==> config.mk <==
export PLATFORM = sky130hd
export DESIGN_NAME = htw_count_ram
export DESIGN_NICKNAME = d
export VERILOG_FILES = /design/src/hw/rtl/htw_count_ram.sv
export SDC_FILE = /design/constraint.sdc
export NUM_CORES = 1
export LEC_CHECK = 0
export BUFFER_PORTS_ARGS = -buffer_cell sky130_fd_sc_hd__buf_2
export CAP_MARGIN = 0
export CORE_MARGIN = 3
export CORE_UTILIZATION = 40
export CTS_CLUSTER_DIAMETER = 30
export DETAILED_ROUTE_END_ITERATION = 10
export HOLD_SLACK_MARGIN = 0.06
export PLACE_DENSITY = 0.65
export SETUP_SLACK_MARGIN = 0.4
export SLEW_MARGIN = 25
export SYNTH_ARGS = -nofsm -noshare
export SYNTH_HDL_FRONTEND = slang
export SYNTH_SLANG_ARGS = --single-unit
==> constraint.sdc <==
create_clock -name clk -period 3.3 [get_ports clk]
set_input_delay 0.495 -clock clk [delete_from_list [all_inputs] [get_ports clk]]
set_output_delay 0.495 -clock clk [all_outputs]
set_load 0.05 [all_outputs]
==> src/hw/rtl/htw_count_ram.sv <==
`timescale 1ns / 1ps
`default_nettype none

module htw_count_ram #(
  parameter int DEPTH = 174,
  parameter int WIDTH = 4
) (
  input  wire logic                     clk,
  input  wire logic                     rst,
  input  wire logic                     rd_en,
  input  wire logic [$clog2(DEPTH)-1:0] rd_addr,
  output logic      [WIDTH-1:0]         rd_data,
  input  wire logic                     wr_en,
  input  wire logic [$clog2(DEPTH)-1:0] wr_addr,
  input  wire logic [WIDTH-1:0]         wr_data
);

  logic [WIDTH-1:0] mem [DEPTH];
  logic [DEPTH-1:0] vld;
  logic [WIDTH-1:0] rd_q;
  logic             rd_v;

  // Write counts and mark entries as written
  always_ff @(posedge clk) begin
    if (wr_en) begin
      mem[wr_addr] <= wr_data;
    end
  end

  always_ff @(posedge clk) begin
    if (rst) begin
      vld <= '0;
    end else if (wr_en) begin
      vld[wr_addr] <= 1'b1;
    end
  end

  // Registered read; unwritten entries read as zero
  always_ff @(posedge clk) begin
    if (rd_en) begin
      rd_q <= mem[rd_addr];
      rd_v <= vld[rd_addr];
    end
  end

  assign rd_data = rd_v ? rd_q : '0;

endmodule

`default_nettype wire

==> run metrics, run 1 <==
status=complete, no violations; area delta synth->final=20.4%; EDFF count, synth=701; TritonCTS Buffers=148; worst-case reg-to-reg path depth=5; commonest non-fill, non-tap cell in the layout=edfxtp_1; clock power share=53.9%; vias in the first global route=20.0k; fin. max-slew vios=0; post-synth top area cell=edfxtp_1; Seq/Total Area, Yosys=71.4%; Hold Path Depth=2; final worst-path cycle share=77.0%; synth unique cells=57; post-synth net total=2070; setup bufs post-CTS=0; hold path endpoint=vld[45]; maximum vdd ir drop=0.464 mV; min Tclk post-route=2.54 ns; Clock Path Buffers=3; port bufs=27; Syn Area/Cell=16.8 µm²; clk root buf=clkbuf_16; Routed Wire Length=87.8 mm; gpl congestion=0.874; Clock Latency Late Sink=0.73 ns; r2r startpoint=mem[134][2]; top-area cell type share of the netlist area=61.3%; DRT iter0 DRCs=2186; TritonCTS clock tree=yes; sw frac=21.7%; Pre-antenna DRT Iters=5; Max-Cap Viols=0; net load switching power=6.17 mW; final core occ=49.0%; Mapped Area=34400 µm²; vias=19.6k; hold crit path type=in -> reg; initial antenna violation count=4; GRT Residual Overflow=0; Worst-Margin Slew=0.934 ns; most frequent cells in the layout=edfxtp_1, nor2_1, mux4_2; TNS Setup=0 ns; R2R setup slack=0.85 ns; Hold Buf Count CTS=1; largest net degree at the start of global routing=85; ranking of synthesized cells by area=edfxtp_1, mux4_2, dfxtp_1, nor2_1, mux2i_1; all-layer global routing usage=19.7%; WHS=0.280 ns; Die W=299 µm; CP arrival=2.99 ns; RSZ-0062 raised after global routing=no; first-pass GRT wire length=131 mm; final std cells w/o fill=3479; Wirelength per Cell=25.2 µm; Min-Delay Startpoint=rst; Reg-to-Reg End=rd_q[2]; combinational power share=4.0%; ANT nets after route=0; Peak Freq=394 MHz; CTS resizes=0; layout filler cell count=6926; DR DRC count=0; critical path fanouts, max=24; core area=84400 µm²; Starting Density=40.7%; Leak=13.8 nW; hpwl dp=56.0 mm; Final nets=2239; Final Hold Vio Count=0; FP Rows=106; top_reg_cell synth=edfxtp_1; die height=299 µm; Crit Path Category=in -> reg; CP startpoint kind=primary input; placed cells=3198; Worst slew margin=37.7%; Int Pwr=22.3 mW; pwr/cell area=688 nW/µm²; CTS sink count=875; I/O Pins=28; FF+latch count, synth=875; CTS H-Tree Depth=4; Crit path required time=3.74 ns; Setup crit end kind=flop; Seq pwr share=42.0%; Final setup viols=0; Async SR Flop Fraction=0%; synthesized netlist cell count=2046; total die area=89500 µm²; clk slew on worst S/H paths=0.05 ns; Via density=5.63; Worst Skew=0.0276 ns; Ys Warns=0; share of post-route cells with drive strength above 1=26.0%
-- power by group through the flow --
stage	clock network, mW	logic [mW]	registers (mW)
floorplan	0	0.660	12.2
global placement	0	1.13	12.2
detailed placement	0	1.15	12.2
CTS	15.5	1.15	12.0
global route	16.0	1.22	11.9
finish	15.3	1.15	12.0
-- how the worst max path moves through the flow --
stage / startpoint / to / slack, ns
after floorplan: rd_addr[1] / rd_q[0] / 0.77
after global placement: rd_addr[0] / rd_q[2] / -0.05
after detailed placement: rd_addr[0] / rd_q[2] / -0.02
after CTS: rd_addr[0] / rd_q[2] / 0.75
after global routing: rd_addr[0] / rd_q[2] / 0.71
final: rd_addr[0] / rd_q[2] / 0.76
-- flip-flops by register name, indices dropped and copies added, names as in the netlist --
register / flops
mem: 696
vld: 174
rd_v: 1
rd_q: 4
-- routing by layer --
metal  share of wire, %  vias to the layer above  GRT usage (%)
met5                  0                        -              0
met4                2.7                        0           7.00
met3                8.8                      160           4.35
met2                 48                      929           31.2
met1                 41                    10200           26.9
li1                   -                     8326              -
-- per-stage QoR --
stage	power (mW)	cell area, µm²	setup WS (ns)
6_report	28.4	41400	0.759
2_1_floorplan	12.8	34400	0.770
3_3_place_gp	13.3	36300	-0.0453
5_1_grt	29.2	41400	0.715
4_1_cts	28.6	41400	0.747
3_5_place_dp	13.3	36300	-0.0162
-- worst max-delay path, cell delays in order --
cell      delay [ns]
buf_8           0.27
buf_12          0.26
buf_4           0.24
mux4_2          0.51
a221oi_1        0.51
o22ai_1         0.25
nor4_1          0.25
o32ai_1         0.14
-- cells by family after synthesis --
| group | Yosys count | share of synthesized area, % |
|---|---|---|
| simple gates | 609 | 7.12 |
| buf+inv | 130 | 2.45 |
| flops | 875 | 71.4 |
| compound gates | 159 | 3.66 |
| mux | 273 | 15.4 |
-- Yosys cell counts, types with 17 or more instances --
cell,count
a21oi_1,18
o21ba_2,26
mux4_2,184
mux2i_1,68
nor2_1,488
clkbuf_1,57
nor2b_1,17
nor3_1,18
edfxtp_1,701
a221oi_1,18
nand2_1,44
a22oi_1,26
dfxtp_1,174
buf_2,24
-- area by class of cell --
class,count,area (µm²),share of cell area (%)
sequential,875,24500,59.3
multi-input combinational,1041,8990,21.7
clock buffer,193,4070,9.83
tap,1134,1420,3.43
timing repair buffer,143,1310,3.16
clock inverter,85,1020,2.47
inverter,6,22.5,0.0544
antenna,2,5.00,0.0121
(Power assumes the default switching activity.)
==> run 2, diff against run 1 <==
==> constraint.sdc (replaced) <==
create_clock -name clk -period 2.61 [get_ports clk]
set_input_delay 0.3915 -clock clk [delete_from_list [all_inputs] [get_ports clk]]
set_output_delay 0.3915 -clock clk [all_outputs]
set_load 0.05 [all_outputs]
==> run 2 against run 1 <==
Against the previous run: non-clock buffer count up 94; total power rose by 30%; global-route usage rose by 0.10 points; design area increased by 2.7%; count of clock-buffer cells in the layout shrank 5; critical endpoint is now rd_q[3].
==> run metrics, run 2 (synthesis gave the netlist of run 1 again) <==
status=complete, no violations; clk root buf=clkbuf_16; I/O Pins=28; Largest register FFs=696; Starting Density=40.7%; Via density=5.56; port bufs=27; pwr/cell area=868 nW/µm²; Crit Path Category=reg -> reg; Die W=299 µm; Clock Latency Late Sink=0.73 ns; CP startpoint=mem[143][3]; Worst slew margin=39.9%; wire length on met2=41.4 mm; CP arrival=2.69 ns; hold crit path type=in -> reg; first-pass GRT wire length=132 mm; Leak=14.3 nW; R2R setup slack=0.37 ns; total die area=89500 µm²; min Tclk post-route=2.24 ns; area delta synth->final=23.6%; Pre-antenna DRT Iters=5; r2r startpoint=mem[143][3]; CTS H-Tree Depth=4; CTS sink count=875; Setup crit end kind=flop; largest net degree at the start of global routing=91; commonest non-fill, non-tap cell in the layout=edfxtp_1; final worst-path cycle share=85.7%; setup bufs post-CTS=0; DR WL met3=7.77 mm; most frequent cells in the layout=edfxtp_1, nor2_1, mux4_2; Clock Path Buffers=3; maximum vdd ir drop=0.777 mV; Wirelength per Cell=24.6 µm; clk slew on worst S/H paths=0.05 ns; Peak Freq=447 MHz; CP startpoint kind=flop; TritonCTS clock tree=yes; Final setup viols=0; gpl congestion=0.896; hpwl dp=58.4 mm; RSZ-0062 raised after global routing=yes; share of post-route cells with drive strength above 1=30.1%; fin. max-slew vios=0; Pwr Total=36.9 mW; vias in the first global route=20.4k; Worst Skew=0.0312 ns; all-layer global routing usage=19.8%; Final nets=2336; critical path fanouts, max=1; core area=84400 µm²; ANT nets after route=0; Routed Wire Length=87.9 mm; Crit path required time=3.07 ns; DR DRC count=0; Max-Cap Viols=0; WHS=0.155 ns; register with the most flip-flops=mem; TritonCTS Buffers=151; Metal-1 WL=35.6 mm; GRT Residual Overflow=0; FP Rows=106; top layer in use=met5; Min-Delay Startpoint=wr_data[1]; Worst-Margin Slew=0.901 ns; die height=299 µm; largest registers=mem: 696 flops, vld: 174 flops, rd_q: 4 flops; Final Hold Vio Count=0; initial antenna violation count=1; antenna cells=0; DRT iter0 DRCs=2320; vias=19.9k
## run 2: cell count changes in the layout (fill, tap and decap cells not counted), sizes merged
| cell | before | now |
|---|---|---|
| buf | 141 | 234 |
| bufinv | 14 | 22 |
| clkbuf | 194 | 189 |
| clkinv | 44 | 32 |
| clkinvlp | 10 | 18 |
| diode | 2 | 0 |
| dlygate4sd3 | 1 | 2 |
| inv | 23 | 27 |
## run 2: per-stage QoR
step / cells / setup TNS (ns) / cell area [µm²] / worst slack [ns] / util (%)
after floorplan: 2046 / 0 / 34400 / 0.298 / -
after global placement: 3291 / -1.57 / 37100 / -0.490 / 44.0
after detailed placement: 3291 / -1.48 / 37100 / -0.431 / 44.0
after CTS: 3574 / 0 / 42400 / 0.372 / 50.3
after global routing: 3574 / 0 / 42500 / 0.325 / 50.3
final: 3574 / 0 / 42500 / 0.374 / 50.3
## run 2: where the power goes
group | switching (mW) | internal, mW
clock network | 6.81 | 13.3
logic | 0.963 | 0.636
registers | 0.0121 | 15.1
## run 2: critical path: stages, from the launching register on
cell,delay [ns]
edfxtp_1,0.37
mux4_2,0.53
mux4_2,0.55
mux2i_4,0.24
o21ai_2,0.09
nand2_1,0.12
o31ai_2,0.08
## run 2: worst paths after layout
path	cells after the start	to
worst max-delay path	6	rd_q[3]
worst min-delay path	1	mem[153][1]
worst min register to register	2	vld[102]
worst max register to register	6	rd_q[3]
## run 2: area by class of cell
class                           count  area (µm²)
Fill cell                        6855       41900
Sequential cell                   875       24500
Multi-Input combinational cell   1041        9080
Clock buffer                      188        4070
Timing Repair Buffer              237        2140
Tap cell                         1134        1420
Clock inverter                     93        1190
Inverter                            6        22.5
## run 2: repair_timing
action                                  4_1_cts  5_1_grt
endpoints found under the hold margin        22        0
endpoints found under the setup margin        5        5
pin swaps                                     3        5
gates resized for setup                      10       12
hold buffers                                  2        0
## run 2: layer usage
metal | vias to the layer above | track usage [%]
met5 | - | 0
met4 | 2 | 7.92
met3 | 194 | 4.49
met2 | 992 | 30.9
met1 | 10200 | 26.9
li1 | 8481 | -
==> run 3, diff against run 2 <==
--- a/config.mk
+++ b/config.mk
@@ -9,6 +9,7 @@
 export CAP_MARGIN = 0
 export CORE_MARGIN = 3
 export CORE_UTILIZATION = 40
+export CTS_BUF_LIST = sky130_fd_sc_hd__clkbuf_8
 export CTS_CLUSTER_DIAMETER = 30
 export DETAILED_ROUTE_END_ITERATION = 10
 export HOLD_SLACK_MARGIN = 0.06
==> constraint.sdc (replaced) <==
create_clock -name clk -period 2.61 [get_ports clk]
set_input_delay 0.6525 -clock clk [delete_from_list [all_inputs] [get_ports clk]]
set_output_delay 0.6525 -clock clk [all_outputs]
set_load 0.05 [all_outputs]
==> run 3 against run 2 <==
Against the previous run: first-iteration DRC count decreased by 1.9%; total power decreased by 18%; hold slack improved by 0.060 ns; highest routed layer is now met4; global-route usage increased by 0.20 points; final cell count increased by 4.2%; combinational power increased by 7%; setup slack got worse by 0.0026 ns; sequential power about the same; largest cell class unchanged; critical path depth increased by 4; clock skew increased by 0.015 ns; register-to-register slack improved by 0.02 ns; clock power decreased by 32%.
==> run metrics, run 3 (synthesis gave the netlist of run 1 again) <==
clk slew on worst S/H paths=0.06 ns; register with the most flip-flops=mem; Worst slew margin=49.5%; Worst Skew=0.0465 ns; largest registers=mem: 696 flops, vld: 174 flops, rd_q: 4 flops; FP Rows=106; cell count along the critical path=10; vias in the first global route=20.8k; CP startpoint kind=primary input; die height=299 µm; share of post-route cells with drive strength above 1=33.4%; vias=20.3k; ANT nets after route=0; Routed Wire Length=89.0 mm; Setup crit end kind=flop; CTS H-Tree Depth=4; Largest register FFs=696; CTS sink count=875; Wirelength per Cell=23.9 µm; critical path fanouts, max=16; DR DRC count=0; Pre-antenna DRT Iters=6; layout filler cell count=7046; WP buf/inv=4; Starting Density=40.7%; status=complete, no violations; Crit Path Category=in -> reg; core area=84400 µm²; maximum vdd ir drop=0.474 mV; Clock Latency Late Sink=0.80 ns; CP arrival=2.79 ns; clk root buf=clkbuf_8; Place WS=-0.489 ns; Peak Freq=447 MHz; most frequent cells in the layout=edfxtp_1, nor2_1, buf_4; TritonCTS Buffers=161; Reg-to-Reg End=rd_q[1]; all-layer global routing usage=20.0%; I/O Pins=28; fin. max-slew vios=0; CP startpoint=rd_addr[0]; Min-Delay Startpoint=rd_en; port bufs=27; commonest non-fill, non-tap cell in the layout=edfxtp_1; DR WL met3=7.79 mm; TritonCTS clock tree=yes; largest net degree at the start of global routing=75; Finished Cell Area=41800 µm²; Final nets=2476; area delta synth->final=21.7%; hold crit path type=in -> reg; TNS Setup=0 ns; initial antenna violation count=1; DP Area=38200 µm²; Max-Cap Viols=0; post-layout worst setup margin=0.371 ns; Final setup viols=0; Leak=14.4 nW; CP delay by family, top=multiplexers; wire length on met2=41.8 mm; GRT Residual Overflow=0; Crit path required time=3.16 ns; Crit-path slowest cell=mux4_2; final worst-path cycle share=85.8%; top layer in use=met4; RSZ-0062 raised after global routing=yes; Metal-1 WL=36.6 mm; crit path cell chain=buf_12, buf_16, buf_4, mux4_2, mux4_2, mux2i_1, buf_4, a21oi_2, nand2_2, o31ai_1; Final Hold Vio Count=0; gpl congestion=0.916; Clock Path Buffers=3; peak per-stage delay on the critical path=0.50 ns; DRT iter0 DRCs=2275; Worst setup endpoint=rd_q[1]; worst-case reg-to-reg path depth=7; R2R setup slack=0.39 ns; Worst-Margin Slew=0.758 ns; Die W=299 µm; total die area=89500 µm²; r2r startpoint=mem[143][1]; first-pass GRT wire length=132 mm; min Tclk post-route=2.24 ns; pwr/cell area=727 nW/µm²; Via density=5.46; hpwl dp=60.0 mm
run 3: changes by cell type in the layout (fill, tap and decap cells not counted), sizes merged:
cell / change
buf: +130
bufinv: -8
clkinv: +10
diode: +2
dlygate4sd3: -1
clkbuf: -11
inv: +34
clkinvlp: -6
run 3: cell type report:
cell class              instances  area [µm²]  area share [%]
diodes                          2        5.00          0.0120
clock buffers                 176        2420            5.79
clock inverters               123        1000            2.39
inverters                       6        22.5          0.0538
multi-input cells            1041        9090            21.7
flip-flops and latches        875       24500            58.6
well taps                    1134        1420            3.39
repair buffers                367        3340            7.98
run 3: per-stage QoR:
stage               hold slack (ns)  util [%]  total power, mW  instances
finish                        0.215      49.6             30.4       3724
global route                  0.150      49.6             31.4       3723
CTS                           0.130      49.4             30.6       3716
detailed placement            0.454      45.3             17.0       3415
global placement              0.442      45.3             17.0       3415
floorplan                     0.432         -             16.2       2046
run 3: timing repair:
item | in CTS | in global routing
pin swaps | 4 | 6
resized for setup | 19 | 18
hold buffers | 1 | 0
hold endpoints to repair | 3 | 0
cloned | 0 | 1
setup endpoints to repair | 8 | 9
buffers inserted | 1 | 5
run 3: worst min path at each step:
stage | to | slack (ns) | depth (start not counted)
finish | rd_q[1] | 0.21 | 1
global route | rd_q[1] | 0.15 | 1
CTS | rd_q[1] | 0.13 | 1
detailed placement | vld[146] | 0.45 | 2
global placement | vld[91] | 0.44 | 2
floorplan | vld[121] | 0.43 | 2
run 3: routing by layer:
metal / vias up / GRT usage, %
li1: 8781 / -
met1: 10400 / 27.2
met2: 940 / 30.8
met3: 183 / 5.40
met4: 0 / 7.57
met5: - / 0
run 3: where the power goes:
group / switching (mW) / leakage, nW / internal, mW / total, mW
clock: 5.87 / 1.88 / 7.71 / 13.6
sequential: 0.0130 / 7.71 / 15.1 / 15.1
combinational: 0.988 / 4.86 / 0.728 / 1.72
