### src/hw/rtl/htw_pkg.sv
`timescale 1ns / 1ps
`default_nettype none

package htw_pkg;

  // Defaults for the top-level parameters
  localparam int SLOT_DEPTH_DEF    = 8;
  localparam int DAY_SLOTS_DEF     = 30;
  localparam int TIMER_ID_BITS_DEF = 8;

  // Fixed field widths
  localparam int ID_W     = 8;
  localparam int DELAY_W  = 22;
  localparam int MS_W     = 48;
  localparam int REM_W    = 17;
  localparam int IVL_W    = 16;
  localparam int PHYS_W   = 8;   // holds 144 + up to 64 day slots
  localparam int SIZE_W   = 7;
  localparam int FRONT_W  = 6;
  localparam int Q_W      = 6;
  localparam int RECIP_W  = 27;
  localparam int DIV_W    = 17;
  localparam int PROD_W   = DELAY_W + RECIP_W;
  localparam int QD_W     = DELAY_W + 1;
  localparam int TICK_W   = 32;

  localparam int MAX_RESULTS = 32;
  localparam int RES_CNT_W   = $clog2(MAX_RESULTS + 1);

  localparam logic [IVL_W-1:0] IVL_RESET = 16'd1000;

  localparam int SECS  = 60;
  localparam int MINS  = 60;
  localparam int HOURS = 24;

  // Wheel indexes
  localparam logic [1:0] W_SEC  = 2'd0;
  localparam logic [1:0] W_MIN  = 2'd1;
  localparam logic [1:0] W_HOUR = 2'd2;
  localparam logic [1:0] W_DAY  = 2'd3;

  // Command and result codes
  localparam logic FUNC_TIME    = 1'b0;
  localparam logic FUNC_INSERT  = 1'b1;
  localparam logic KIND_EXPIRED = 1'b0;
  localparam logic KIND_INSERT  = 1'b1;

  typedef enum logic [1:0] {
    ST_OK    = 2'd0,
    ST_ZERO  = 2'd1,
    ST_RANGE = 2'd2,
    ST_FULL  = 2'd3
  } status_t;

  typedef struct packed {
    logic               func;
    logic [MS_W-1:0]    now_ms;
    logic [ID_W-1:0]    timer_id;
    logic [DELAY_W-1:0] delay_s;
    logic               periodic;
  } cmd_item_t;

  typedef struct packed {
    logic            kind;
    logic [ID_W-1:0] expired_or_inserted_id;
    status_t         status;
    logic            last;
  } res_item_t;

  typedef logic [3:0][FRONT_W-1:0] front_vec_t;

  // Slot lookup result
  typedef struct packed {
    logic              done;
    logic              reject;
    logic [PHYS_W-1:0] phys;
    logic [REM_W-1:0]  rem;
  } loc_t;

  function automatic logic [SIZE_W-1:0] wheel_size(input logic [1:0] w,
                                                   input logic [SIZE_W-1:0] days);
    logic [SIZE_W-1:0] r;
    unique case (w)
      W_SEC:   r = SIZE_W'(SECS);
      W_MIN:   r = SIZE_W'(MINS);
      W_HOUR:  r = SIZE_W'(HOURS);
      default: r = days;
    endcase
    return r;
  endfunction

  function automatic logic [PHYS_W-1:0] wheel_base(input logic [1:0] w);
    logic [PHYS_W-1:0] r;
    unique case (w)
      W_SEC:   r = PHYS_W'(0);
      W_MIN:   r = PHYS_W'(SECS);
      W_HOUR:  r = PHYS_W'(SECS + MINS);
      default: r = PHYS_W'(SECS + MINS + HOURS);
    endcase
    return r;
  endfunction

  // Seconds per slot of each wheel
  function automatic logic [DIV_W-1:0] divisor(input logic [1:0] w);
    logic [DIV_W-1:0] r;
    unique case (w)
      W_SEC:   r = DIV_W'(1);
      W_MIN:   r = DIV_W'(SECS);
      W_HOUR:  r = DIV_W'(SECS * MINS);
      default: r = DIV_W'(SECS * MINS * HOURS);
    endcase
    return r;
  endfunction

  // floor(2^32 / divisor); zero for the seconds wheel, whose quotient is the delay itself
  function automatic logic [RECIP_W-1:0] recip(input logic [1:0] w);
    logic [RECIP_W-1:0] r;
    unique case (w)
      W_SEC:   r = RECIP_W'(0);
      W_MIN:   r = RECIP_W'(71582788);
      W_HOUR:  r = RECIP_W'(1193046);
      default: r = RECIP_W'(49710);
    endcase
    return r;
  endfunction

endpackage

`default_nettype wire

### src/hw/rtl/htw_locator.sv
`timescale 1ns / 1ps
`default_nettype none

module htw_locator
  import htw_pkg::*;
#(
  parameter int DAY_SLOTS = DAY_SLOTS_DEF
) (
  input  wire logic               clk,
  input  wire logic               rst,
  input  wire logic               start,
  input  wire logic [DELAY_W-1:0] delay,
  input  wire front_vec_t         fronts,
  output loc_t                    loc
);

  localparam logic [SIZE_W-1:0] DAYS = SIZE_W'(DAY_SLOTS);

  logic [3:0]         v;
  logic [1:0]         w0, w1, w2, w3, w4;
  logic [DELAY_W-1:0] dly1, dly2, dly3;
  logic [PROD_W-1:0]  prod2;
  logic [Q_W-1:0]     q0, q3;
  logic [QD_W-1:0]    qd3, r3;
  logic [SIZE_W-1:0]  q4, s4, sum4, sum4_wrap, size4;
  logic [REM_W-1:0]   rem4;

  // Pick the wheel by delay range
  always_comb begin
    priority if (delay < DELAY_W'(SECS)) begin
      w0 = W_SEC;
    end else if (delay < DELAY_W'(SECS * MINS)) begin
      w0 = W_MIN;
    end else if (delay < DELAY_W'(SECS * MINS * HOURS)) begin
      w0 = W_HOUR;
    end else begin
      w0 = W_DAY;
    end
  end

  always_ff @(posedge clk) begin
    if (rst) begin
      v <= '0;
    end else begin
      v <= {v[2:0], start};
    end
  end

  // Quotient estimate by reciprocal (the delay itself on the seconds wheel), then one correction step
  assign q0 = (w2 == W_SEC) ? dly2[Q_W-1:0] : prod2[32 +: Q_W];
  assign r3 = QD_W'(dly3) - qd3;

  // Slot position relative to the wheel front
  assign s4        = q4 - SIZE_W'(1);
  assign sum4      = SIZE_W'(fronts[w4]) + s4;
  assign size4     = wheel_size(w4, DAYS);
  assign sum4_wrap = (sum4 >= size4) ? sum4 - size4 : sum4;

  always_ff @(posedge clk) begin
    dly1  <= delay;
    w1    <= w0;
    prod2 <= PROD_W'(dly1) * PROD_W'(recip(w1));
    dly2  <= dly1;
    w2    <= w1;
    qd3   <= QD_W'(q0) * QD_W'(divisor(w2));
    q3    <= q0;
    dly3  <= dly2;
    w3    <= w2;
    if (r3 >= QD_W'(divisor(w3))) begin
      q4   <= SIZE_W'(q3) + SIZE_W'(1);
      rem4 <= REM_W'(r3 - QD_W'(divisor(w3)));
    end else begin
      q4   <= SIZE_W'(q3);
      rem4 <= REM_W'(r3);
    end
    w4         <= w3;
    loc.reject <= (w4 == W_DAY) && (q4 > DAYS);
    loc.phys   <= wheel_base(w4) + PHYS_W'(sum4_wrap);
    loc.rem    <= rem4;
    if (rst) begin
      loc.done <= 1'b0;
    end else begin
      loc.done <= v[3];
    end
  end

endmodule

`default_nettype wire
### config.mk
export PLATFORM = sky130hd
export DESIGN_NAME = htw_locator
export DESIGN_NICKNAME = d
export VERILOG_FILES = /design/src/hw/rtl/htw_pkg.sv /design/src/hw/rtl/htw_locator.sv
export SDC_FILE = /design/constraint.sdc
export NUM_CORES = 1
export LEC_CHECK = 0
export BUFFER_PORTS_ARGS = -buffer_cell sky130_fd_sc_hd__buf_2
export CAP_MARGIN = 20
export CORE_MARGIN = 4
export CORE_UTILIZATION = 55
export CTS_CLUSTER_DIAMETER = 40
export DETAILED_ROUTE_END_ITERATION = 8
export GPL_TIMING_DRIVEN = 1
export PLACE_DENSITY = 0.72
export REMOVE_ABC_BUFFERS = 1
export SYNTH_ARGS = -nofsm -noshare
export SYNTH_HDL_FRONTEND = slang
export SYNTH_SLANG_ARGS = --single-unit
export TNS_END_PERCENT = 50
### constraint.sdc
create_clock -name clk -period 15.7 [get_ports clk]
set_input_delay 1.57 -clock clk [delete_from_list [all_inputs] [get_ports clk]]
set_output_delay 1.57 -clock clk [all_outputs]
set_load 0.01 [all_outputs]
==> results of run 1 <==
==> cell type report <==
class	instances	area, um^2
multi-input combinational	1282	14440
tap	461	576.8
inverter	539	2023
clock inverter	15	173.9
clock buffer	17	425.4
sequential	164	3283
timing repair buffer	79	405.4
fill	3009	14240
==> state kept, by name, summed over array words and instances, names as in the netlist <==
name   count
rem4      17
w1         2
v          4
qd3       23
dly3      22
q3         6
w3         2
q4         7
prod2      6
dly1      22
w2         2
dly2      22
w4         2
loc       27
==> power by group through the flow <==
stage | Combinational, mW | Sequential (mW) | Clock [mW]
finish | 2.67 | 0.580 | 0.410
global placement | 2.57 | 0.589 | 0
floorplan | 2.04 | 0.594 | 0
CTS | 2.68 | 0.581 | 0.420
global route | 3.07 | 0.591 | 0.435
detailed placement | 2.65 | 0.591 | 0
==> worst reg2reg max path: stages, from the launching register on <==
cell and delay, ns:
sky130_fd_sc_hd__dfxtp_1 0.31, sky130_fd_sc_hd__buf_4 0.28, sky130_fd_sc_hd__ha_1 0.82, sky130_fd_sc_hd__nand2_1 0.28, sky130_fd_sc_hd__fa_1 0.54, sky130_fd_sc_hd__inv_1 0.06, sky130_fd_sc_hd__fa_1 0.51, sky130_fd_sc_hd__inv_1 0.07
sky130_fd_sc_hd__fa_1 0.54, sky130_fd_sc_hd__inv_1 0.06, sky130_fd_sc_hd__fa_1 0.51, sky130_fd_sc_hd__fa_1 0.46, sky130_fd_sc_hd__fa_1 0.55, sky130_fd_sc_hd__inv_1 0.05, sky130_fd_sc_hd__fa_1 0.53, sky130_fd_sc_hd__inv_1 0.04
sky130_fd_sc_hd__ha_1 0.30, sky130_fd_sc_hd__a2111oi_0 0.71, sky130_fd_sc_hd__nor4b_1 0.46, sky130_fd_sc_hd__o311ai_0 0.35, sky130_fd_sc_hd__a21boi_0 0.35, sky130_fd_sc_hd__o21bai_1 0.17, sky130_fd_sc_hd__a21oi_1 0.20, sky130_fd_sc_hd__xnor2_1 0.13
==> how the worst max path moves through the flow <==
stage	start	end	slack, ns	cells past startpoint
after global placement	w1[0]$_SDFF_PP0_	prod2[35]$_DFF_P_	7.50	23
final	w1[0]$_SDFF_PP0_	prod2[35]$_DFF_P_	7.35	23
after detailed placement	w1[0]$_SDFF_PP0_	prod2[35]$_DFF_P_	7.50	23
after floorplan	w1[0]$_SDFF_PP0_	prod2[35]$_DFF_P_	8.73	23
after global routing	w1[0]$_SDFF_PP0_	prod2[35]$_DFF_P_	6.93	23
after CTS	w1[0]$_SDFF_PP0_	prod2[35]$_DFF_P_	7.40	23
==> logic make-up (layout without fill, tap and decap cells) <==
kind of cell,after synthesis,count (layout),synth area share
multiplexers,29,29,0.02064
adder cells (fa/ha/maj),620,620,0.5086
buffers and inverters,559,650,0.1063
AND/OR/NAND/NOR,353,353,0.09472
AO/OA/AOI/OAI,203,203,0.06973
XOR/XNOR,77,77,0.03439
flip-flops,164,164,0.1656
==> layout by cell type (no fill, tap or decap), drive strengths merged, types with 6 or more instances in the layout <==
cell type  netlist  final
inv            539    549
fa             310    310
ha             310    310
dfxtp          164    164
nand2           92     92
and2            83     83
buf              2     79
xnor2           57     57
a21oi           56     56
nor2            46     46
nor2b           42     42
o21ai           34     34
a21o            26     26
xor2            20     20
nand3           20     20
nand2b          19     19
clkbuf          18     17
mux2            17     17
nor3            12     12
a31oi           11     11
o21a            10     10
o21bai           8      8
a211oi           8      8
or2              7      7
o211ai           7      7
nand4            7      7
mux2i            6      6
and3             6      6
mux4             6      6
==> stage by stage <==
| stage | hold WS, ns | cells | utilization | power [mW] | cell area [um^2] |
|---|---|---|---|---|---|
| CTS | 0.3283 | 2557 | 0.5995 | 3.685 | 21320 |
| global placement | 0.3099 | 2525 | 0.5827 | 3.159 | 20720 |
| global route | 0.3301 | 2557 | 0.5995 | 4.095 | 21320 |
| finish | 0.3222 | 2557 | 0.5995 | 3.662 | 21320 |
| floorplan | 0.3096 | 1985 | - | 2.630 | 19740 |
| detailed placement | 0.3121 | 2525 | 0.5827 | 3.245 | 20720 |
==> layer usage <==
layer,vias up,routed length [um],global-route usage
li1,6397,-,-
met1,6635,18300,0.3033
met2,371,23090,0.4390
met3,72,2277,0.03284
met4,0,1504,0.08110
met5,-,0,0
==> run summary, run 1 <==
For the worst-skew pair, the clock arrives at the later sink with an insertion delay of 0.43 ns. The placed wire-length estimate is 39.67 mm, and the number of vias after detailed routing is 13,475. The mapped netlist covers 19,830 um^2. On the critical path, the stage with the largest delay is an instance of sky130_fd_sc_hd__ha_1.

Post-synthesis cell type count: 66. The number of global-route vias before repair was 14,816; the clock input transition at the sequential cells of the worst setup and hold paths was 0.08 ns. Counting both buffers and inverters, the worst setup path holds a total of 6.

The number of cells produced by synthesis was 2,005. The worst path in the final design needs a cycle of 8.349 ns, including I/O delays and setup. Pin count of the biggest net entering global routing: 27. The cell that appears most often on the critical path is sky130_fd_sc_hd__fa_1.

The run gives 8.72 ns as the critical path data arrival time. Wire length per cell: 17.66 um. For the area inside the core boundary, the log shows 35,570 um^2. The run gives 0 as the number of hold violations in the final report.

The tools report the setup violation total in the final timing report as 0. Compared with the post-synthesis result, the final layout area differs by 7.554%. The number of post-CTS setup repair buffers is 0.

The CTS sink count was 164. The hold path depth is 0. TritonCTS built the clock tree. The die covers 39,150 um^2. For the pin with the worst max-slew slack, the measured transition is 0.9945 ns. Number of max-cap violations: 0.

Once the clock tree was built, the resizer swapped 0 gates to a different size. The sequential share of power is 0.158. Dividing the synthesized area by the synthesized cell count gives 9.889 um^2. For the global-route usage over all layers, the log shows 0.2440.

The gate family responsible for the most delay along the worst path was adder cells. The critical path start-end classification is register to register. After detailed routing, the number of remaining DRC violations is 0. In this run the core area contains 69 standard-cell rows. Adding up every negative setup slack in the final design gives 0 ns. For this design the total switching power over the nets is 1.725 mW.

The tools report the maximum ir drop on the vdd rail as 0.1790 mV. Hold repair after CTS inserted 0 buffers. The die is 197.9 um tall. The first TritonRoute pass finished after 5 iterations. The final estimated routing congestion in global placement is 0.9671, and the share of the synthesized area in the top cell type is 0.3130.

After detailed routing, the number of vias per cell comes to 5.270. The post-synthesis sequential area ratio is 0.1656, and the number of enable-type register cells in the synthesized netlist is 0. During I/O placement, the number of pins put on the boundary was 76. The maximum single-stage delay on the critical path was 0.80 ns; the number of H-tree branching levels was 4.

The worst setup path is launched from a register. Derived from the worst setup path, the maximum achievable clock frequency is 119.8 MHz. The final setup skew came out at 0.01867 ns. Clock group share of total power: 0.112. The worst hold path belongs to the class register to register.

The switching power as a share of total power works out to 0.4709. In this run, synthesis produced a sequential element count of 164. Of all nets on the critical path, the largest fanout is 26. The die is 197.9 um wide. The fraction of final layout cells with drive strength greater than 1 is 0.07061, and the maximum buffer depth of the clock tree is 2.

In this run the tool buffered the top-level ports with 75 buffer cells. The launch instance of the worst register-to-register path is w1[0]$_SDFF_PP0_. The worst hold path terminates at loc[8]$_DFF_P_. The first global-routing pass estimated 75.03 mm of wire. Prior to clock tree synthesis, the placed netlist has a worst setup slack of 7.497 ns. For the starting utilization of the core area, the log shows 0.5574. Setup repair after global routing left no endpoint under its margin. After global routing the overflow that remains totals 0. In this run the power density over the cells is 171.7 nW/um^2.

STA classifies the critical path endpoint as a register. Counting the buffers created by CTS gives 17. Largest area contributor in the synthesized netlist: sky130_fd_sc_hd__fa_1. The analysis attributes to cell leakage a power of 11.53 nW.

The final layout contains routed wiring with a total length of 45.17 mm. The count of nets after finishing came out at 2,752. In the post-synthesis netlist, the biggest area contributors are sky130_fd_sc_hd__fa_1, sky130_fd_sc_hd__ha_1, sky130_fd_sc_hd__dfxtp_1. The most used flip-flop cell after synthesis is sky130_fd_sc_hd__dfxtp_1. Once routing completed, OpenROAD measured the worst setup slack at 7.351 ns.

The number of inserted diodes is 0. The signal on the critical path passes through buf_4, ha_1, nand2_1, fa_1, inv_1, fa_1, inv_1, fa_1, inv_1, fa_1, fa_1, fa_1, inv_1, fa_1, inv_1, ha_1, a2111oi_0, nor4b_1, o311ai_0, a21boi_0, o21bai_1, a21oi_1, xnor2_1. The worst reg-to-reg setup slack was 7.35 ns; the fraction of registers with async set or reset after synthesis was 0. By count the netlist is led by sky130_fd_sc_hd__inv_1, sky130_fd_sc_hd__fa_1, sky130_fd_sc_hd__ha_1.

Yosys printed 0 warnings. The startpoint of the tightest hold check path was rem4[8]$_DFF_P_. Number of antenna violations at the first check in global routing: 0. The proportion of power drawn by combinational gates is 0.730. The run finished with clean final reports. The library cell used as clock root buffer was sky130_fd_sc_hd__clkbuf_16.

The tightest slew margin relative to the limit came out at 0.3359. The post-route fraction of the period consumed by the critical path works out to 0.5318. The depth of the most critical reg-to-reg path works out to 23.

Design internal power: 1.937 mW. The worst register-to-register path ends at prod2[35]$_DFF_P_. Among all cell types in the netlist, the one instantiated most often is sky130_fd_sc_hd__inv_1. At the worst endpoint, the required time is 16.07 ns.

The number of violations reported at the end of detailed-routing iteration 0 was 709; the max-slew violation total from the final report was 0. The count of nets left with antenna violations after detail routing came out at 0.
Power figures use the tool's default switching activity.
==> inputs of run 2 (changes only) <==
--- a/config.mk
+++ b/config.mk
@@ -5,6 +5,7 @@
 export SDC_FILE = /design/constraint.sdc
 export NUM_CORES = 1
 export LEC_CHECK = 0
+export ABC_AREA = 1
 export BUFFER_PORTS_ARGS = -buffer_cell sky130_fd_sc_hd__buf_2
 export CAP_MARGIN = 20
 export CORE_MARGIN = 4
@@ -12,7 +13,7 @@
 export CTS_CLUSTER_DIAMETER = 40
 export DETAILED_ROUTE_END_ITERATION = 8
 export GPL_TIMING_DRIVEN = 1
-export PLACE_DENSITY = 0.72
+export PLACE_DENSITY = 0.75
 export REMOVE_ABC_BUFFERS = 1
 export SYNTH_ARGS = -nofsm -noshare
 export SYNTH_HDL_FRONTEND = slang
==> constraint.sdc (replaced) <==
create_clock -name clk -period 6.8 [get_ports clk]
set_input_delay 0.68 -clock clk [delete_from_list [all_inputs] [get_ports clk]]
set_output_delay 0.68 -clock clk [all_outputs]
set_load 0.01 [all_outputs]
==> run 2 against run 1 <==
Compared with the run above:
- register-to-register slack lost 7.0 ns
- critical endpoint is now prod2[34]$_DFF_P_
- final cell count grew 24%
- fmax grew 29%
- wire length grew 20%
- sequential power grew 140%
- worst hold slack gained 0.0056 ns
- clock power grew 150%
- clock skew shrank 0.0049 ns
- critical path depth grew 1
==> run summary, run 2 <==
The met1 capacity usage during global routing is 0.3236 (+0.02025), and the tightest slew margin relative to the limit is 0.3302 (-0.005720). The largest area contributor in the synthesized netlist is sky130_fd_sc_hd__fa_1. Die width: 203.3 um (+2.8%). The power density over cell area came out at 415.3 nW/um^2 (+140%). Number of buffer cells added on primary ports: 75 (unchanged). Number of enable-type register cells in the synthesized netlist: 0 (unchanged).

Among all flip-flop cells after synthesis, the most frequent one is sky130_fd_sc_hd__dfxtp_1. The fraction of registers with async set or reset after synthesis was 0 (unchanged). The sequential share of power is 0.145 (-0.013), and the post-layout minimum cycle time is 6.476 ns (-1.873 ns). The final non-filler cell area came out at 22,820 um^2 (+7.0%).

The clock input transition at the sequential cells of the worst setup and hold paths was 0.08 ns (about the same); the pin count of the biggest net entering global routing was 25 (-7.4%). The tools report the number of global-route vias before repair as 17,303 (+17%). The logs give 0.749 (+0.019) for the proportion of power drawn by combinational gates and 0.46 ns (+0.03 ns) for the latest clock arrival within the worst-skew pair.

The most numerous cell in the Yosys netlist was sky130_fd_sc_hd__inv_1. The tools report the number of cells produced by synthesis as 2,545 (+27%). The number of flip-flops in the largest register came out at 27 (unchanged).

The tools report the post-synthesis cell type count as 46 (-30%). For the highest achievable clock rate, the log shows 154.4 MHz (+29%). The tools report the maximum buffer depth of the clock tree as 2 (unchanged). The tools report the area inside the core boundary as 37,670 um^2 (+5.9%).

The area of placed instances was 22,170 um^2 (+7.0%); the post-synthesis sequential area ratio was 0.1564 (-0.009152). The maximum single-stage delay on the critical path works out to 0.55 ns (-0.25 ns). Yosys attributes the largest share of cell area to sky130_fd_sc_hd__fa_1, sky130_fd_sc_hd__ha_1, sky130_fd_sc_hd__dfxtp_1. The setup violation total in the final timing report came out at 0 (unchanged). The number of search-and-repair iterations in the first detailed-routing pass is 5 (unchanged). The tools report the number of antenna violations at the first check in global routing as 3 (+3). Setup repair after global routing could not meet its margin everywhere.

The number of post-CTS setup repair buffers was 0 (unchanged). The slowest stage of the critical path is the sky130_fd_sc_hd__fa_1 cell. The CTS sink count was 164 (unchanged); the maximum ir drop on the vdd rail was 0.3088 mV (+73%). The design internal power came out at 4.372 mW (+130%). For the required time of the critical path, the log shows 7.16 ns (-8.91 ns).

STA classifies the critical path startpoint as a register. The met2 layer usage reported by global route was 0.4933 (+0.05420). The cell sitting at the root of the clock tree is a sky130_fd_sc_hd__clkbuf_16. The area growth from synthesis to final layout was 8.752%; the number of violations reported at the end of detailed-routing iteration 0 was 1,021 (+44%). For the count of nets left with antenna violations after detail routing, the log shows 0 (unchanged).

The synthesized flop and latch total works out to 164 (unchanged). The number of vias after detailed routing is 16,190 (+20%), and the final estimated routing congestion in global placement is 1.008 (+4.2%). The run gives 0 (unchanged) as the total global routing overflow.

The post-placement setup slack came out at 0.1780 ns (-7.319 ns). Counting flops per register, the top entry is loc. The largest driver fanout on the critical path was 7 (-73%).

The share of the synthesized area in the top cell type came out at 0.2957 (-0.01730). The height of the chip came out at 203.3 um (+2.8%). The tightest min-delay check is of the register to register type.

The per-instance average area after synthesis is 8.246 um^2 (-17%), and the average via count per standard cell is 5.098 (-3.3%). STA classifies the critical path endpoint as a register. The critical path data arrival time is 6.84 ns (-1.88 ns). In this design, the largest share of critical-path delay is due to adder cells. The switching power as a share of total power is 0.5388 (+0.06781).

Traced cell by cell, the critical path runs through inv_1, ha_2, nand2_1, fa_1, inv_1, fa_1, inv_1, fa_1, inv_1, fa_1, inv_1, fa_1, inv_1, fa_1, fa_1, ha_1, nand2_1, inv_1, nand3_1, or3_1, a31oi_1, a211oi_1, nand3_1, nand2_1. For the number of buffers added by the clock tree synthesis step, the log shows 17 (unchanged). The post-route fraction of the period consumed by the critical path is 0.9524 (+0.4206), and the overall die area is 41,350 um^2 (+5.6%).

The tools report the number of max-cap violations as 0 (unchanged). The final setup skew came out at 0.01373 ns (-0.004939 ns). The library cells used most frequently in the layout, excluding fill and tap cells, are sky130_fd_sc_hd__inv_1, sky130_fd_sc_hd__nand2_1, sky130_fd_sc_hd__fa_1, sky130_fd_sc_hd__ha_1, sky130_fd_sc_hd__dfxtp_1. The starting utilization of the core area is 0.5572 (about the same), and the global-route usage over all layers is 0.2732 (+0.02915). The remaining design rule violation count is 0 (unchanged), and the met3 demand-to-capacity share in global routing is 0.04786 (+0.01502).

The run finished with clean final reports. The fraction of final layout cells with drive strength greater than 1 was 0.06722 (-0.003393). The placed wire-length estimate is 47.30 mm (+19%), and the max-slew violation total from the final report is 0 (unchanged). The tools report the setup slack after layout as 0.3239 ns (-7.027 ns). The total standard cell area after synthesis is 20,990 um^2 (+5.9%). The clock group share of total power is 0.106 (-0.006).

The net switching power figure is 5.106 mW (+200%). In the final layout, the registers with the most flip-flops are loc (27), qd3 (23). The number of H-tree branching levels was 4 (unchanged); the boundary pin count was 76 (unchanged). The global-route layer with the greatest usage is met2. The wire length per cell is 17.00 um (-3.8%). The run gives 3,319 (+21%) as the count of nets after finishing. The critical path in this run is classified as register to register. TritonCTS built the clock tree. The most frequent standard cell in the layout excluding fill and tap cells is sky130_fd_sc_hd__inv_1. The total number of yosys warnings came out at 0 (unchanged). The first-pass GRT wire length was 88.24 mm (+18%). The count of buffer and inverter cells on the critical path came out at 7 (+1). Counting instances in the post-synthesis netlist gives the leading cell types as sky130_fd_sc_hd__inv_1, sky130_fd_sc_hd__nand2_1, sky130_fd_sc_hd__fa_1, sky130_fd_sc_hd__ha_1, sky130_fd_sc_hd__dfxtp_1. The tools report the static power due to leakage as 13.30 nW (+15%).

The number of hold violations in the final report was 0 (unchanged); the total negative slack was 0 ns (unchanged). The total length of routed wires is 53.99 mm (+20%), and the row count is 71 (+2.9%). The transition at the pin with the smallest max-transition slack came out at 0.9942 ns (-0.0003268 ns).
-- run 2: cell types whose count changed in the layout (fill, tap and decap cells not counted), sizes merged, moves of 19 or more --
cell / change
nand4: +30
nand3: +44
and2: -82
inv: +195
nor2: +86
nand2: +421
a21oi: +32
xnor2: -36
nand2b: -19
buf: +28
a21o: -25
nor2b: -42
xor2: +31
-- run 2: repair_timing --
| action | CTS | global route |
|---|---|---|
| hold buffers | 0 | 0 |
| resized for setup | 0 | 11 |
| endpoints found under the setup margin | 0 | 6 |
-- run 2: power by group through the flow --
| stage | sequential [mW] | clock [mW] | combinational, mW |
|---|---|---|---|
| final | 1.37 | 1.01 | 7.10 |
| after global routing | 1.39 | 1.06 | 8.16 |
| after global placement | 1.39 | 0 | 6.89 |
| after CTS | 1.37 | 1.02 | 7.09 |
| after detailed placement | 1.39 | 0 | 7.02 |
| after floorplan | 1.37 | 0 | 5.17 |
-- run 2: area by class of cell --
type                    count  area (um^2)
flip-flops and latches    164         3284
multi-input cells        1623        14860
repair buffers            107        644.4
diodes                      2        5.005
clock buffers              17        425.4
fillers                  3335        14840
inverters                 737         2766
well taps                 511        639.4
clock inverters            15        198.9
-- run 2: worst reg2reg max path: stages, from the launching register on --
cell,delay [ns]
sky130_fd_sc_hd__dfxtp_1,0.39
sky130_fd_sc_hd__inv_1,0.11
sky130_fd_sc_hd__ha_2,0.44
sky130_fd_sc_hd__nand2_1,0.12
sky130_fd_sc_hd__fa_1,0.52
sky130_fd_sc_hd__inv_1,0.06
sky130_fd_sc_hd__fa_1,0.52
sky130_fd_sc_hd__inv_1,0.06
sky130_fd_sc_hd__fa_1,0.53
sky130_fd_sc_hd__inv_1,0.07
sky130_fd_sc_hd__fa_1,0.53
sky130_fd_sc_hd__inv_1,0.05
sky130_fd_sc_hd__fa_1,0.55
sky130_fd_sc_hd__inv_1,0.06
sky130_fd_sc_hd__fa_1,0.50
sky130_fd_sc_hd__fa_1,0.49
sky130_fd_sc_hd__ha_1,0.33
sky130_fd_sc_hd__nand2_1,0.11
sky130_fd_sc_hd__inv_1,0.10
sky130_fd_sc_hd__nand3_1,0.06
sky130_fd_sc_hd__or3_1,0.34
sky130_fd_sc_hd__a31oi_1,0.19
sky130_fd_sc_hd__a211oi_1,0.10
sky130_fd_sc_hd__nand3_1,0.10
sky130_fd_sc_hd__nand2_1,0.05
-- run 2: layer usage --
metal / routed length (um) / up-vias
met2: 27270 / 501
met5: 11 / -
li1: - / 7802
met3: 3139 / 124
met4: 2282 / 2
met1: 21290 / 7761
-- run 2: cell families after synthesis --
| kind of cell | count (synthesis) | share of synthesized area |
|---|---|---|
| AO/OA/AOI/OAI | 162 | 0.04424 |
| XOR/XNOR | 72 | 0.03005 |
| adder cells (fa/ha/maj) | 620 | 0.4805 |
| buffers and inverters | 758 | 0.1366 |
| flip-flops | 164 | 0.1564 |
| multiplexers | 1 | 0.0005365 |
| AND/OR/NAND/NOR | 768 | 0.1516 |
-- run 2: per-stage QoR --
step / total power, mW / hold slack (ns) / utilization / std cells
after floorplan: 6.544 / 0.3096 / - / 2524
after global placement: 8.284 / 0.3109 / 0.5885 / 3142
after detailed placement: 8.409 / 0.3121 / 0.5885 / 3142
after CTS: 9.487 / 0.3007 / 0.6051 / 3174
after global routing: 10.62 / 0.3161 / 0.6059 / 3175
final: 9.478 / 0.3278 / 0.6059 / 3176
-- run 2: path summary, 6_finish.rpt --
| path | cells after the start | slack (ns) | to | start |
|---|---|---|---|---|
| setup / recovery | 24 | 0.32 | prod2[34]$_DFF_P_ | w1[1]$_SDFF_PP0_ |
| hold / removal | 0 | 0.33 | loc[4]$_DFF_P_ | rem4[4]$_DFF_P_ |
| setup reg to reg | 24 | 0.32 | prod2[34]$_DFF_P_ | w1[1]$_SDFF_PP0_ |
| hold reg to reg | 0 | 0.33 | loc[4]$_DFF_P_ | rem4[4]$_DFF_P_ |
